<file path="src/design/iafd_pkg.sv">
// ----------------------------------------------------------------------------
// iafd_pkg
// Types and constants shared by the IMU/AHRS frame detector modules.
// ----------------------------------------------------------------------------
package iafd_pkg;

  localparam int unsigned BYTE_W     = 8;
  localparam int unsigned CFG_INDEX_W = 3;

  typedef logic [BYTE_W-1:0] byte_t;

  // register indexes of the configuration port
  localparam logic [CFG_INDEX_W-1:0] REG_HEAD_BYTE   = 3'd0;
  localparam logic [CFG_INDEX_W-1:0] REG_END_BYTE    = 3'd1;
  localparam logic [CFG_INDEX_W-1:0] REG_IMU_TYPE    = 3'd2;
  localparam logic [CFG_INDEX_W-1:0] REG_IMU_LENGTH  = 3'd3;
  localparam logic [CFG_INDEX_W-1:0] REG_AHRS_TYPE   = 3'd4;
  localparam logic [CFG_INDEX_W-1:0] REG_AHRS_LENGTH = 3'd5;
  localparam logic [CFG_INDEX_W-1:0] REG_IMU_BYTES   = 3'd6;
  localparam logic [CFG_INDEX_W-1:0] REG_AHRS_BYTES  = 3'd7;

  // reset values
  localparam byte_t RST_HEAD_BYTE   = 8'd252;
  localparam byte_t RST_END_BYTE    = 8'd253;
  localparam byte_t RST_IMU_TYPE    = 8'd64;
  localparam byte_t RST_IMU_LENGTH  = 8'd56;
  localparam byte_t RST_AHRS_TYPE   = 8'd65;
  localparam byte_t RST_AHRS_LENGTH = 8'd48;
  localparam byte_t RST_IMU_BYTES   = 8'd64;
  localparam byte_t RST_AHRS_BYTES  = 8'd56;

  localparam byte_t POS_TYPE   = 8'd1;
  localparam byte_t POS_LENGTH = 8'd2;
  localparam byte_t POS_LAST   = 8'd255;

  typedef struct packed {
    byte_t head_byte;
    byte_t end_byte;
    byte_t imu_type_code;
    byte_t imu_length_code;
    byte_t ahrs_type_code;
    byte_t ahrs_length_code;
    byte_t imu_frame_bytes;
    byte_t ahrs_frame_bytes;
  } cfg_t;

  typedef struct packed {
    byte_t byte_out;
    byte_t frame_position;
    logic  in_frame;
    logic  imu_done;
    logic  imu_end_ok;
    logic  ahrs_done;
    logic  ahrs_end_ok;
  } result_t;

endpackage

</file>
<file path="src/design/imu_ahrs_frame_detector.sv">
// ----------------------------------------------------------------------------
// imu_ahrs_frame_detector
// Serial IMU/AHRS frame detector: input register, step logic, result register.
// ----------------------------------------------------------------------------
// Path: an accepted byte goes through the input register, then the result register.
// Throughput: one byte per cycle unless out_stall holds the result; input and
// result registers hold one byte each; a byte moves on when the result frees.
// Reset: synchronous; clears frame state, both pipeline valids, and loads the
// configuration registers with their default codes.
module imu_ahrs_frame_detector (
  input  logic                             clk,
  input  logic                             rst,
  input  logic                             cfg_write,
  input  logic [iafd_pkg::CFG_INDEX_W-1:0] cfg_index,
  input  iafd_pkg::byte_t                  cfg_data,
  input  logic                             in_valid,
  output logic                             in_stall,
  input  iafd_pkg::byte_t                  rx_byte,
  output logic                             out_valid,
  input  logic                             out_stall,
  output iafd_pkg::byte_t                  byte_out,
  output iafd_pkg::byte_t                  frame_position,
  output logic                             in_frame,
  output logic                             imu_done,
  output logic                             imu_end_ok,
  output logic                             ahrs_done,
  output logic                             ahrs_end_ok
);
  import iafd_pkg::*;

  cfg_t    cfg;
  logic    hold_valid;
  byte_t   hold_byte;
  logic    advance;
  logic    in_xfer;
  result_t step_result;
  result_t result_reg;

  assign advance  = hold_valid && (!out_valid || !out_stall);
  assign in_stall = hold_valid && !advance;
  assign in_xfer  = in_valid && !in_stall;

  iafd_cfg_regs u_cfg (
    .clk       (clk),
    .rst       (rst),
    .cfg_write (cfg_write),
    .cfg_index (cfg_index),
    .cfg_data  (cfg_data),
    .cfg       (cfg)
  );

  iafd_parser u_parser (
    .clk     (clk),
    .rst     (rst),
    .cfg     (cfg),
    .step_en (advance),
    .rx_byte (hold_byte),
    .result  (step_result)
  );

  always_ff @(posedge clk) begin
    if (rst) begin
      hold_valid <= 1'b0;
    end else if (in_xfer) begin
      hold_valid <= 1'b1;
    end else if (advance) begin
      hold_valid <= 1'b0;
    end
  end

  always_ff @(posedge clk) begin
    if (in_xfer) begin
      hold_byte <= rx_byte;
    end
  end

  always_ff @(posedge clk) begin
    if (rst) begin
      out_valid <= 1'b0;
    end else if (advance) begin
      out_valid <= 1'b1;
    end else if (!out_stall) begin
      out_valid <= 1'b0;
    end
  end

  always_ff @(posedge clk) begin
    if (advance) begin
      result_reg <= step_result;
    end
  end

  assign byte_out       = result_reg.byte_out;
  assign frame_position = result_reg.frame_position;
  assign in_frame       = result_reg.in_frame;
  assign imu_done       = result_reg.imu_done;
  assign imu_end_ok     = result_reg.imu_end_ok;
  assign ahrs_done      = result_reg.ahrs_done;
  assign ahrs_end_ok    = result_reg.ahrs_end_ok;

endmodule

</file>
<file path="src/design/iafd_cfg_regs.sv">
// ----------------------------------------------------------------------------
// iafd_cfg_regs
// Configuration register file, written one register per cycle.
// ----------------------------------------------------------------------------
module iafd_cfg_regs (
  input  logic                                clk,
  input  logic                                rst,
  input  logic                                cfg_write,
  input  logic [iafd_pkg::CFG_INDEX_W-1:0]    cfg_index,
  input  iafd_pkg::byte_t                     cfg_data,
  output iafd_pkg::cfg_t                      cfg
);
  import iafd_pkg::*;

  always_ff @(posedge clk) begin
    if (rst) begin
      cfg.head_byte        <= RST_HEAD_BYTE;
      cfg.end_byte         <= RST_END_BYTE;
      cfg.imu_type_code    <= RST_IMU_TYPE;
      cfg.imu_length_code  <= RST_IMU_LENGTH;
      cfg.ahrs_type_code   <= RST_AHRS_TYPE;
      cfg.ahrs_length_code <= RST_AHRS_LENGTH;
      cfg.imu_frame_bytes  <= RST_IMU_BYTES;
      cfg.ahrs_frame_bytes <= RST_AHRS_BYTES;
    end else if (cfg_write) begin
      unique case (cfg_index)
        REG_HEAD_BYTE:   cfg.head_byte        <= cfg_data;
        REG_END_BYTE:    cfg.end_byte         <= cfg_data;
        REG_IMU_TYPE:    cfg.imu_type_code    <= cfg_data;
        REG_IMU_LENGTH:  cfg.imu_length_code  <= cfg_data;
        REG_AHRS_TYPE:   cfg.ahrs_type_code   <= cfg_data;
        REG_AHRS_LENGTH: cfg.ahrs_length_code <= cfg_data;
        REG_IMU_BYTES:   cfg.imu_frame_bytes  <= cfg_data;
        REG_AHRS_BYTES:  cfg.ahrs_frame_bytes <= cfg_data;
        default: ;
      endcase
    end
  end

endmodule

</file>
<file path="src/design/iafd_parser.sv">
// ----------------------------------------------------------------------------
// iafd_parser
// Frame state and the per-byte step logic; state advances on step_en.
// ----------------------------------------------------------------------------
module iafd_parser (
  input  logic              clk,
  input  logic              rst,
  input  iafd_pkg::cfg_t    cfg,
  input  logic              step_en,
  input  iafd_pkg::byte_t   rx_byte,
  output iafd_pkg::result_t result
);
  import iafd_pkg::*;

  byte_t byte_count, byte_count_next;
  byte_t previous_byte;
  byte_t stored_type, stored_type_next;
  byte_t stored_length, stored_length_next;
  logic  imu_pending, imu_pending_next;
  logic  ahrs_pending, ahrs_pending_next;

  logic  counted;
  byte_t count_inc;
  byte_t count_after_imu;
  logic  imu_armed, ahrs_armed;
  logic  imu_hit, ahrs_hit;
  logic  byte_is_end;
  logic  last_kept;

  always_comb begin
    stored_type_next   = (byte_count == POS_TYPE)   ? rx_byte : stored_type;
    stored_length_next = (byte_count == POS_LENGTH) ? rx_byte : stored_length;

    counted   = ((previous_byte == cfg.end_byte) && (rx_byte == cfg.head_byte)) ||
                (byte_count != '0);
    count_inc = counted ? byte_t'(byte_count + 8'd1) : '0;

    imu_armed  = imu_pending  | (counted && (stored_type_next == cfg.imu_type_code) &&
                                (stored_length_next == cfg.imu_length_code));
    ahrs_armed = ahrs_pending | (counted && (stored_type_next == cfg.ahrs_type_code) &&
                                (stored_length_next == cfg.ahrs_length_code));

    // IMU check first; AHRS sees the count after an IMU clear
    imu_hit         = imu_armed && (count_inc == cfg.imu_frame_bytes);
    count_after_imu = imu_hit ? '0 : count_inc;
    ahrs_hit        = ahrs_armed && (count_after_imu == cfg.ahrs_frame_bytes);
    byte_count_next = ahrs_hit ? '0 : count_after_imu;

    imu_pending_next  = imu_armed  & ~imu_hit;
    ahrs_pending_next = ahrs_armed & ~ahrs_hit;

    // with a zero frame length the last byte is only known if it is this one
    byte_is_end = (rx_byte == cfg.end_byte);
    last_kept   = counted && (byte_count == POS_LAST);

    result.byte_out       = rx_byte;
    result.frame_position = byte_count;
    result.in_frame       = counted;
    result.imu_done       = imu_hit;
    result.imu_end_ok     = imu_hit && byte_is_end &&
                            ((cfg.imu_frame_bytes != '0) || last_kept);
    result.ahrs_done      = ahrs_hit;
    result.ahrs_end_ok    = ahrs_hit && byte_is_end &&
                            ((cfg.ahrs_frame_bytes != '0) || last_kept);
  end

  always_ff @(posedge clk) begin
    if (rst) begin
      byte_count    <= '0;
      previous_byte <= '0;
      stored_type   <= '0;
      stored_length <= '0;
      imu_pending   <= 1'b0;
      ahrs_pending  <= 1'b0;
    end else if (step_en) begin
      byte_count    <= byte_count_next;
      previous_byte <= rx_byte;
      stored_type   <= stored_type_next;
      stored_length <= stored_length_next;
      imu_pending   <= imu_pending_next;
      ahrs_pending  <= ahrs_pending_next;
    end
  end

endmodule

</file>
<file path="config.mk">
export PLATFORM = sky130hd
export DESIGN_NAME = imu_ahrs_frame_detector
export DESIGN_NICKNAME = d
export VERILOG_FILES = /design/src/design/iafd_pkg.sv /design/src/design/imu_ahrs_frame_detector.sv /design/src/design/iafd_cfg_regs.sv /design/src/design/iafd_parser.sv
export SDC_FILE = /design/constraint.sdc
export NUM_CORES = 1
export LEC_CHECK = 0
export ABC_AREA = 1
export BUFFER_PORTS_ARGS = -buffer_cell sky130_fd_sc_hd__buf_4
export CELL_PAD_IN_SITES_DETAIL_PLACEMENT = 0
export CELL_PAD_IN_SITES_GLOBAL_PLACEMENT = 1
export CORE_UTILIZATION = 44
export DETAILED_ROUTE_END_ITERATION = 7
export PLACE_DENSITY = 0.85
export SLEW_MARGIN = 20
export SYNTH_ARGS = -nofsm -noshare
export SYNTH_HDL_FRONTEND = slang
export SYNTH_SLANG_ARGS = --single-unit
</file>
<file path="constraint.sdc">
create_clock -name clk -period 3.05 [get_ports clk]
set_clock_uncertainty 0.1 [all_clocks]
set_input_delay 0.4575 -clock clk [delete_from_list [all_inputs] [get_ports clk]]
set_output_delay 0.4575 -clock clk [all_outputs]
set_load 0.005 [all_outputs]
</file>
==> results of run 1 <==
power by group through the flow:
stage	Clock, uW	Combinational, uW	Sequential [uW]
floorplan	0	228	1890
global placement	0	374	1890
detailed placement	0	376	1890
CTS	2150	379	1860
global route	2240	447	1860
finish	2120	398	1860
synthesized netlist by cell type, types with 2 or more instances:
master | number | area (um^2)
nand4_1 | 7 | 43.8
clkinv_1 | 5 | 18.8
xnor2_1 | 7 | 61.3
clkbuf_1 | 19 | 71.3
o21ai_2 | 3 | 26.3
o211ai_1 | 19 | 143
buf_1 | 2 | 7.51
nand3_2 | 2 | 20.0
nor4_1 | 5 | 31.3
inv_1 | 125 | 469
o21ai_0 | 67 | 335
nand3_1 | 39 | 195
nand3b_1 | 3 | 22.5
nor2_1 | 100 | 375
a21oi_1 | 52 | 260
nor3_1 | 3 | 15.0
nand2_1 | 229 | 860
nor2_4 | 3 | 33.8
edfxtp_1 | 29 | 871
nand2_4 | 2 | 22.5
ha_1 | 4 | 50.1
nor2_2 | 3 | 18.8
nand2_2 | 7 | 43.8
buf_6 | 2 | 22.5
xor2_1 | 21 | 184
dfxtp_1 | 100 | 2000
registers in the layout (all words and copies together), names as in the netlist, 8 cells and up:
register,flops
u_cfg.cfg,64
byte_out,8
frame_position,8
hold_byte,8
u_parser.byte_count,8
u_parser.previous_byte,8
u_parser.stored_length,8
u_parser.stored_type,8
metrics by stage:
stage               worst slack [ns]  hold slack, ns   util  setup TNS, ns  cells
finish                         0.142           0.106  0.575              0   1145
CTS                          0.00703          0.0928  0.545              0   1125
floorplan                      0.503           0.342      -              0    864
global route                 -0.0369          0.0884  0.575        -0.0892   1145
detailed placement           -0.0537           0.360  0.500         -0.306   1093
global placement             -0.0250           0.358  0.500         -0.191   1093
final cells by class:
class / instances / area [um^2] / share of cell area
clock buffers: 19 / 464 / 0.0582
clock inverters: 13 / 158 / 0.0198
inverters: 131 / 499 / 0.0626
multi-input cells: 586 / 3090 / 0.387
flip-flops and latches: 129 / 2890 / 0.362
well taps: 180 / 225 / 0.0282
repair buffers: 87 / 661 / 0.0828
placed cells by master (no fill, tap or decap), drive strengths merged, types with 5 or more instances in the layout:
cell type and instances:
a21oi 52, buf 87, clkbuf 19, clkinv 13, dfxtp 100, edfxtp 29, inv 127, nand2 240
nand3 43, nand4 7, nor2 109, nor4 5, o211ai 19, o21ai 71, xnor2 7, xor2 21
path summary, 6_finish.rpt:
check	start	endpoint
worst max-delay path	u_parser.byte_count[1]	ahrs_done
worst max register to register	u_parser.byte_count[1]	ahrs_done
worst min register to register	u_cfg.cfg[38]	u_cfg.cfg[38]
worst min-delay path	rx_byte[7]	hold_byte[7]
kinds of logic after synthesis:
group,after synthesis,synth area share
simple gates,407,0.277
buf+inv,154,0.0946
compound gates,142,0.123
flops,129,0.458
xor+xnor,28,0.0391
fa+ha+maj,4,0.00799
worst max-delay path, delay by kind of cell, from the launching register on:
kind | cells | cell delay (ns)
compound gates | 1 | 0.17
xor+xnor | 1 | 0.14
fa+ha+maj | 1 | 0.16
buf+inv | 5 | 0.55
flops | 1 | 0.40
simple gates | 12 | 1.12
per-layer routing:
layer  track usage  routed length [um]
met5             0                   0
met4        0.0725                 213
met3        0.0559                 762
met2         0.393                8100
met1         0.313                7710
what timing repair did:
item	CTS	global route
buffers inserted	0	15
hold buffers	0	0
resized for setup	1	79
endpoints found under the setup margin	9	11
cloned	0	5
pin swaps	0	26
==> impl_metrics.json, run 1 <==
{
  "routedWlPerCell_um": 14.7,
  "maxSlewViolCount": 0,
  "worst-r2r-setup-slack_ns": 0.14,
  "p_leak_uw": 0.00373,
  "hold_class": "input pin to register",
  "pwr-share-seq": 0.424,
  "syn_inst": 864,
  "power_uw": 4380,
  "final_cell_area_mm2": 0.00798,
  "cts_tree": "done",
  "dr.first_iter.drc_count": 402,
  "antenna_found_initial": 0,
  "p_int_uw": 3320,
  "async_flop_share": 0,
  "numCtsBuffers": 17,
  "required_ns": 3.13,
  "dieArea_mm2": 0.0147,
  "synth_enable_flop_cells": 29,
  "ys.flop_type": "dfxtp_1",
  "dpl_cell_area_mm2": 0.00694,
  "io_buffers": 46,
  "routed_wl_mm": 16.8,
  "end_kind": "register",
  "rr_worst_depth": 20,
  "final-setup-viol-count": 0,
  "io_pins": 47,
  "grt_overflow": 0,
  "pwr-share-clk": 0.485,
  "yosysSeqAreaShare": 0.458,
  "period_needed_ns": 2.91,
  "ys_warn_count": 0,
  "clk_latency_ns": 0.43,
  "die_w_um": 121,
  "firstDrtPassIters": 5,
  "fin_crit_sh": 0.953,
  "comb_power_share": 0.091,
  "arrival_ns": 2.99,
  "synth_nets": 892,
  "grt_pass1_vias": 5013,
  "n_antenna_cell": 0,
  "path_cells": "inv_2, ha_4, nand2_4, nor2_4, buf_4, o21ai_4, xnor2_1, nand2_1, nor2_1, nand3_2, nand2_4, nand2_4, buf_6, nand3_1, nand2_1, nand2_1, nor2_4, buf_4, nand3_4, inv_1",
  "final_layout_size_suffix_gt1_frac": 0.207,
  "relSlewSlack": 0.511,
  "slowest_stage": "dfxtp_4",
  "path_class": "register to register",
  "ant_nets": 0,
  "worstSetupStartpointType": "register",
  "n_fill_cell": 1307,
  "clock_path_buffers": 2,
  "clock-root-buffer": "clkbuf_16",
  "status": "complete, no violations",
  "start_util": 0.451,
  "hold_violations": 0,
  "post-dp-hpwl_mm": 11.4,
  "fmax_mhz": 344,
  "grtUsageTotal": 0.240,
  "worstPathMaxFanout": 7,
  "viasPerCell": 4.90,
  "p_sw_frac": 0.241,
  "drv_cap": 0,
  "core_area_mm2": 0.0139,
  "drcViolationCount": 0,
  "slowest_delay_ns": 0.40,
  "dr_total_vias": 5610,
  "tightest_slew_ns": 0.733,
  "num_rows": 43,
  "final_nets": 980,
  "whs_path_depth": 1,
  "htreeDepth": 4,
  "area_growth_pct": 27.4,
  "power_density_mw_per_mm2": 549,
  "die_y_um": 121,
  "grt_start_max_net_pins": 73,
  "cts.sinks": 129,
  "cts.clk_slew.worst_paths_ns": 0.06,
  "gp_congestion": 0.820,
  "p_sw_uw": 1060,
  "vdd_drop_max_mv": 0.375,
  "syn_area_per_cell_um2": 7.25,
  "syn_area_mm2": 0.00627,
  "grt_pass1_wl_mm": 26.4,
  "synth.distinct_cells": 32,
  "ys_ff_latch": 129
}
No activity file was read; power rests on OpenSTA's default activity.
==> run 2, diff against run 1 <==
Settings changed: CORE_ASPECT_RATIO set to 0.75.
==> run 2 against run 1 <==
- utilization increased by 2.0 points
- non-clock buffer count increased by 18
- worst setup slack got worse by 0.050 ns
- total power decreased by 0.34%
- global-route usage increased by 1.2 points
- final area increased by 2.9%
- worst hold slack improved by 0.011 ns
- sequential share of layout area decreased by 1.0 points
- count of clock-buffer cells in the layout decreased by 2
- final cell count increased by 1.1%
- critical path depth increased by 2
- first-iteration DRC count increased by 37%
- largest power group unchanged
==> impl_metrics.json, run 2 (synthesis results as in run 1) <==
{
  "status": "complete, no violations",
  "rr_worst_depth": 22,
  "top_layer_used": "met4",
  "setup_ws_ns": 0.0927,
  "crit_cells": 22,
  "placed_cells": 1103,
  "core_area_mm2": 0.0138,
  "area_growth_pct": 31.0,
  "cp-endpoint": "u_parser.byte_count[4]",
  "worstSetupStartpointType": "register",
  "grt_start_max_net_pins": 53,
  "largest_reg_flops": 64,
  "startpoint": "hold_byte[1]",
  "path_cells": "nand2_1, nand2_1, nor2_2, nand2_1, nor2_1, nand2_2, nand2_2, nand2_1, nand2_1, nand2_1, nand3_2, nor2_4, buf_12, nand2_8, buf_4, nand3_1, nand2_1, nand2_2, nor2_4, nand3_4, nand2_1, a21oi_1",
  "wl_met1_mm": 9.46,
  "dr_total_vias": 5874,
  "viasPerCell": 5.07,
  "grtUsageTotal": 0.252,
  "die_w_um": 140,
  "final_layout_size_suffix_gt1_frac": 0.246,
  "gp_congestion": 0.855,
  "antenna_found_initial": 0,
  "fmax_mhz": 338,
  "arrival_ns": 3.14,
  "worst-path-buf-inv": 2,
  "final_nets": 998,
  "final_common_cell": "nand2_1",
  "dr.first_iter.drc_count": 550,
  "clk_latency_ns": 0.42,
  "cts.clk_slew.worst_paths_ns": 0.06,
  "final-setup-viol-count": 0,
  "tightest_slew_ns": 0.656,
  "slowest_delay_ns": 0.49,
  "hold_violations": 0,
  "firstDrtPassIters": 6,
  "dp_slack_ns": -0.0906,
  "maxSlewViolCount": 0,
  "clock-root-buffer": "clkbuf_16",
  "start_util": 0.454,
  "io_buffers": 46,
  "die_y_um": 105,
  "period_needed_ns": 2.96,
  "num_rows": 37,
  "finalSetupTns_ns": 0,
  "met2_length_mm": 7.41,
  "worstPathMaxFanout": 8,
  "post-dp-hpwl_mm": 12.6,
  "cp_top_family": "simple AND/OR/NAND/NOR gates",
  "reg2reg_to": "u_parser.byte_count[4]",
  "p_leak_uw": 0.00379,
  "end_kind": "register",
  "cts_tree": "done",
  "drv_cap": 0,
  "hold_ws_ns": 0.117,
  "grt_pass1_wl_mm": 27.9,
  "numCtsBuffers": 17,
  "hold_class": "input pin to register",
  "final_cell_mix": "nand2_1 (195), inv_1 (117), buf_4 (98), dfxtp_1 (95), nor2_1 (88)",
  "dieArea_mm2": 0.0147,
  "io_pins": 47,
  "drcViolationCount": 0,
  "grt_overflow": 0,
  "fin_crit_sh": 0.970,
  "path_class": "register to register",
  "relSlewSlack": 0.562,
  "top_register": "u_cfg.cfg",
  "dr_wl_met3_mm": 1.38,
  "routedWlPerCell_um": 15.9,
  "final_cells": 1158,
  "vdd_drop_max_mv": 0.417,
  "slowest_stage": "edfxtp_1",
  "r2r-start": "hold_byte[1]",
  "n_antenna_cell": 0,
  "cts.sinks": 129,
  "postCtsHoldBufs": 0,
  "grt_pass1_vias": 4942,
  "required_ns": 3.24,
  "routed_wl_mm": 18.5,
  "htreeDepth": 4,
  "ant_nets": 0,
  "clock_path_buffers": 2,
  "worst-r2r-setup-slack_ns": 0.09,
  "rsz0062_at_grt": "true",
  "power_density_mw_per_mm2": 532,
  "cp_common_cell": "nand2_1"
}
run 2: report_power, final:
part	internal (uW)	switching, uW
combinational	164	258
sequential	1820	47.5
clock	1230	849
run 2: area by class of cell:
type	count	area (um^2)
Clock buffer	17	425
Clock inverter	15	174
Fill cell	1253	5590
Inverter	131	492
Multi-Input combinational cell	586	3170
Sequential cell	129	2890
Tap cell	175	219
Timing Repair Buffer	105	841
run 2: per-stage QoR:
step	power, uW	utilization	instance area [um^2]
2_1_floorplan	2120	-	6270
3_3_place_gp	2280	0.512	7060
3_5_place_dp	2280	0.512	7060
4_1_cts	4340	0.556	7670
5_1_grt	4520	0.595	8210
6_report	4360	0.595	8210
run 2: worst min-delay path by stage:
stage / to / from / depth (start not counted) / slack (ns)
after floorplan: u_cfg.cfg[36] / u_cfg.cfg[36] / 2 / 0.34
after global placement: u_cfg.cfg[40] / u_cfg.cfg[40] / 2 / 0.36
after detailed placement: u_cfg.cfg[41] / u_cfg.cfg[41] / 2 / 0.36
after CTS: hold_byte[3] / rx_byte[3] / 1 / 0.10
after global routing: hold_byte[3] / rx_byte[3] / 1 / 0.1
final: hold_byte[3] / rx_byte[3] / 1 / 0.12
run 2: routing by layer:
metal  global-route usage  vias up
met5                    0        -
met4               0.0628        0
met3               0.0527       18
met2                0.339      212
met1                0.399     2683
li1                     -     2961
run 2: worst register-to-register path, cell delays in order (launching register included):
cell and delay, ns:
edfxtp_1 0.49, nand2_1 0.10, nand2_1 0.07, nor2_2 0.14, nand2_1 0.09, nor2_1 0.12
nand2_2 0.13, nand2_2 0.14, nand2_1 0.10, nand2_1 0.08, nand2_1 0.08, nand3_2 0.09
nor2_4 0.05, buf_12 0.14, nand2_8 0.10, buf_4 0.11, nand3_1 0.05, nand2_1 0.09
nand2_2 0.08, nor2_4 0.19, nand3_4 0.15, nand2_1 0.10, a21oi_1 0.06
run 2: repair_timing:
action,CTS,global route
pin swaps,0,40
buffers inserted,0,18
gates cloned,0,5
endpoints found under the setup margin,11,11
resized for setup,4,98
==> run 3, diff against run 2 <==
Settings changed: MAX_ROUTING_LAYER set to met4, SYNTH_HIERARCHICAL set to 1.
==> run 3 against run 2 <==
- the run now ends with design-rule violations left
- sequential cell count did not move
- final area grew 3.9%
- total power fell by 0.31%
- synthesized cell count rose by 13%
- worst hold slack got worse by 0.0042 ns
- synthesized area increased by 7.9%
- fmax is 1.1% higher
- utilization down 1.6 points
- critical path depth did not move
- non-clock buffer count decreased by 2
- die area grew 7.7%
- largest cell class unchanged
- largest power group unchanged
==> impl_metrics.json, run 3 <==
{
  "grt_pass1_wl_mm": 29.5,
  "postCtsHoldBufs": 0,
  "p_leak_uw": 0.00409,
  "min_to": "hold_byte[1]",
  "p_sw_frac": 0.264,
  "multi_input_area_mm2": 0.00348,
  "io_buffers": 46,
  "post-dp-hpwl_mm": 13.7,
  "num_rows": 38,
  "n_fill_cell": 1415,
  "arrival_ns": 3.11,
  "yosysSeqAreaShare": 0.425,
  "dr.first_iter.drc_count": 550,
  "cts.sinks": 129,
  "routed_wl_mm": 19.5,
  "viasPerCell": 4.94,
  "synth_top_area_cell": "dfxtp_1",
  "top_register": "u_cfg/cfg",
  "drcViolationCount": 3,
  "synth_commonest_cells": "nand2_1 (300), nor2_1 (140), inv_1 (127)",
  "dr_total_vias": 6312,
  "ys_ff_latch": 129,
  "yosysMostFrequentCell": "nand2_1",
  "io_pins": 47,
  "gp_congestion": 0.881,
  "clock_path_buffers": 2,
  "largest_reg_flops": 64,
  "hold_violations": 0,
  "synth_top_area_frac": 0.296,
  "power_uw": 4350,
  "ys_warn_count": 6,
  "comb_power_share": 0.103,
  "final_nets": 1094,
  "numCtsBuffers": 17,
  "status": "finished with violations",
  "tightest_slew_ns": 0.751,
  "pwr-share-seq": 0.431,
  "hold_class": "input pin to register",
  "core_area_mm2": 0.0147,
  "ant_nets": 0,
  "required_ns": 3.23,
  "worstHoldStart": "rx_byte[1]",
  "rr_worst_depth": 22,
  "area_growth_pct": 26.2,
  "whs_path_depth": 1,
  "grt_pass1_vias": 5346,
  "dieArea_mm2": 0.0159,
  "cts_tree": "done",
  "r2r-start": "u_parser/byte_count[2]",
  "ys.flop_type": "dfxtp_1",
  "p_int_uw": 3200,
  "async_flop_share": 0,
  "die_y_um": 109,
  "synth_enable_flop_cells": 29,
  "worstPathMaxFanout": 6,
  "final-seq-area_mm2": 0.00288,
  "final_common_cell": "nand2_1",
  "worst-r2r-setup-slack_ns": 0.13,
  "final_core_util": 0.579,
  "end_kind": "register",
  "setup_ws_ns": 0.125,
  "dp_slack_ns": -0.0163,
  "grt_overflow": 0,
  "cts.clk_slew.worst_paths_ns": 0.06,
  "firstDrtPassIters": 8,
  "synth.distinct_cells": 37,
  "htreeDepth": 4,
  "maxSlewViolCount": 0,
  "fin_crit_sh": 0.959,
  "synth_nets": 1003,
  "relSlewSlack": 0.498,
  "antenna_found_initial": 0,
  "fmax_mhz": 342,
  "failed_checks": "design-rule violations",
  "final_layout_size_suffix_gt1_frac": 0.224,
  "clk_latency_ns": 0.42,
  "n_antenna_cell": 0,
  "reg2reg_to": "u_parser/byte_count[2]",
  "path_class": "register to register",
  "vdd_drop_max_mv": 0.447,
  "routedWlPerCell_um": 15.2,
  "die_w_um": 145,
  "grtUsageTotal": 0.254,
  "p_sw_uw": 1150,
  "power_density_mw_per_mm2": 510,
  "syn_inst": 975,
  "grt_start_max_net_pins": 42,
  "final-setup-viol-count": 0,
  "drv_cap": 0,
  "worstSetupStartpointType": "register",
  "syn_area_per_cell_um2": 6.93,
  "period_needed_ns": 2.92,
  "final_cell_mix": "nand2_1 (277), nor2_1 (133), inv_1 (125), dfxtp_1 (97), buf_4 (96)",
  "pwr-share-clk": 0.466,
  "clock-root-buffer": "clkbuf_16",
  "synthTopCellsByArea": "dfxtp_1 (30%), nand2_1 (17%), edfxtp_1 (13%), nor2_1 (7.8%), inv_1 (7.1%)",
  "start_util": 0.459,
  "syn_area_mm2": 0.00676
}
## run 3: cell types whose count changed in the layout (fill, tap and decap cells not counted), sizes merged, moves of 6 or more
cell,delta
nor2,+51
xor2,-6
a211oi,+8
a21oi,-29
nand3,+48
nand2,+76
inv,+6
o211ai,-17
o21ai,-46
## run 3: layout make-up
type                            count  share of cell area
Sequential cell                   129               0.338
Tap cell                          200              0.0293
Inverter                          135              0.0594
Clock buffer                       17              0.0499
Clock inverter                     15              0.0188
Timing Repair Buffer              103              0.0968
Multi-Input combinational cell    680               0.408
## run 3: kinds of logic (layout without fill, tap and decap cells)
logic type	Yosys count	count (layout)	share of synthesized area
flops	129	129	0.425
xor+xnor	27	27	0.0350
buf+inv	171	270	0.106
fa+ha+maj	4	4	0.00740
compound gates	60	60	0.0518
simple gates	584	589	0.374
## run 3: power by group through the flow
| stage | clock network, uW | logic [uW] | registers, uW |
|---|---|---|---|
| 6_report | 2030 | 449 | 1870 |
| 5_1_grt | 2140 | 503 | 1880 |
| 4_1_cts | 2050 | 423 | 1870 |
| 3_5_place_dp | 0 | 422 | 1910 |
| 3_3_place_gp | 0 | 420 | 1910 |
| 2_1_floorplan | 0 | 281 | 1890 |
## run 3: per-layer routing
metal,vias up,global-route usage,wire length [um]
li1,3205,-,-
met1,2843,0.389,9990
met2,251,0.327,7640
met3,13,0.0606,1660
met4,0,0.0541,162
met5,-,-,0
## run 3: worst max path at each step
stage                              to              startpoint  cells after the start
2_1_floorplan  u_parser/byte_count[0]               out_stall                      7
3_3_place_gp   u_parser/byte_count[3]  u_parser/byte_count[0]                     23
4_1_cts        u_parser/byte_count[0]  u_parser/byte_count[0]                     23
5_1_grt        u_parser/byte_count[1]  u_parser/byte_count[7]                     22
3_5_place_dp   u_parser/byte_count[0]  u_parser/byte_count[0]                     23
6_report       u_parser/byte_count[2]  u_parser/byte_count[2]                     22
## run 3: critical path, stage by stage, from the launching register on
cell,delay [ns]
dfxtp_1,0.35
nor2_4,0.19
nand2_4,0.08
nor2_4,0.16
buf_6,0.17
nand2_2,0.08
o21ai_2,0.09
nand2_1,0.07
nand2_1,0.07
nand3_2,0.08
nor2_2,0.13
buf_4,0.14
nand3_2,0.08
nand2_4,0.16
nand2_8,0.09
nand2_2,0.07
nand2_1,0.05
nand2_1,0.07
nand2_2,0.07
nor2_4,0.19
nand3_4,0.14
nand2_2,0.10
a21oi_1,0.06
## run 3: stage by stage
stage / cell area (um^2) / hold WS (ns) / setup TNS [ns] / instances
2_1_floorplan: 6760 / 0.342 / 0 / 975
3_3_place_gp: 7480 / 0.359 / 0 / 1227
3_5_place_dp: 7480 / 0.367 / -0.0382 / 1227
5_1_grt: 8530 / 0.0866 / -0.243 / 1279
4_1_cts: 8070 / 0.0971 / 0 / 1259
6_report: 8530 / 0.112 / 0 / 1279
## run 3: repair_timing
action                                  4_1_cts  5_1_grt
gates resized for setup                       2       75
endpoints found under the setup margin        8       11
pin swaps                                     0       26
cloned                                        0        6
buffers inserted                              0       14
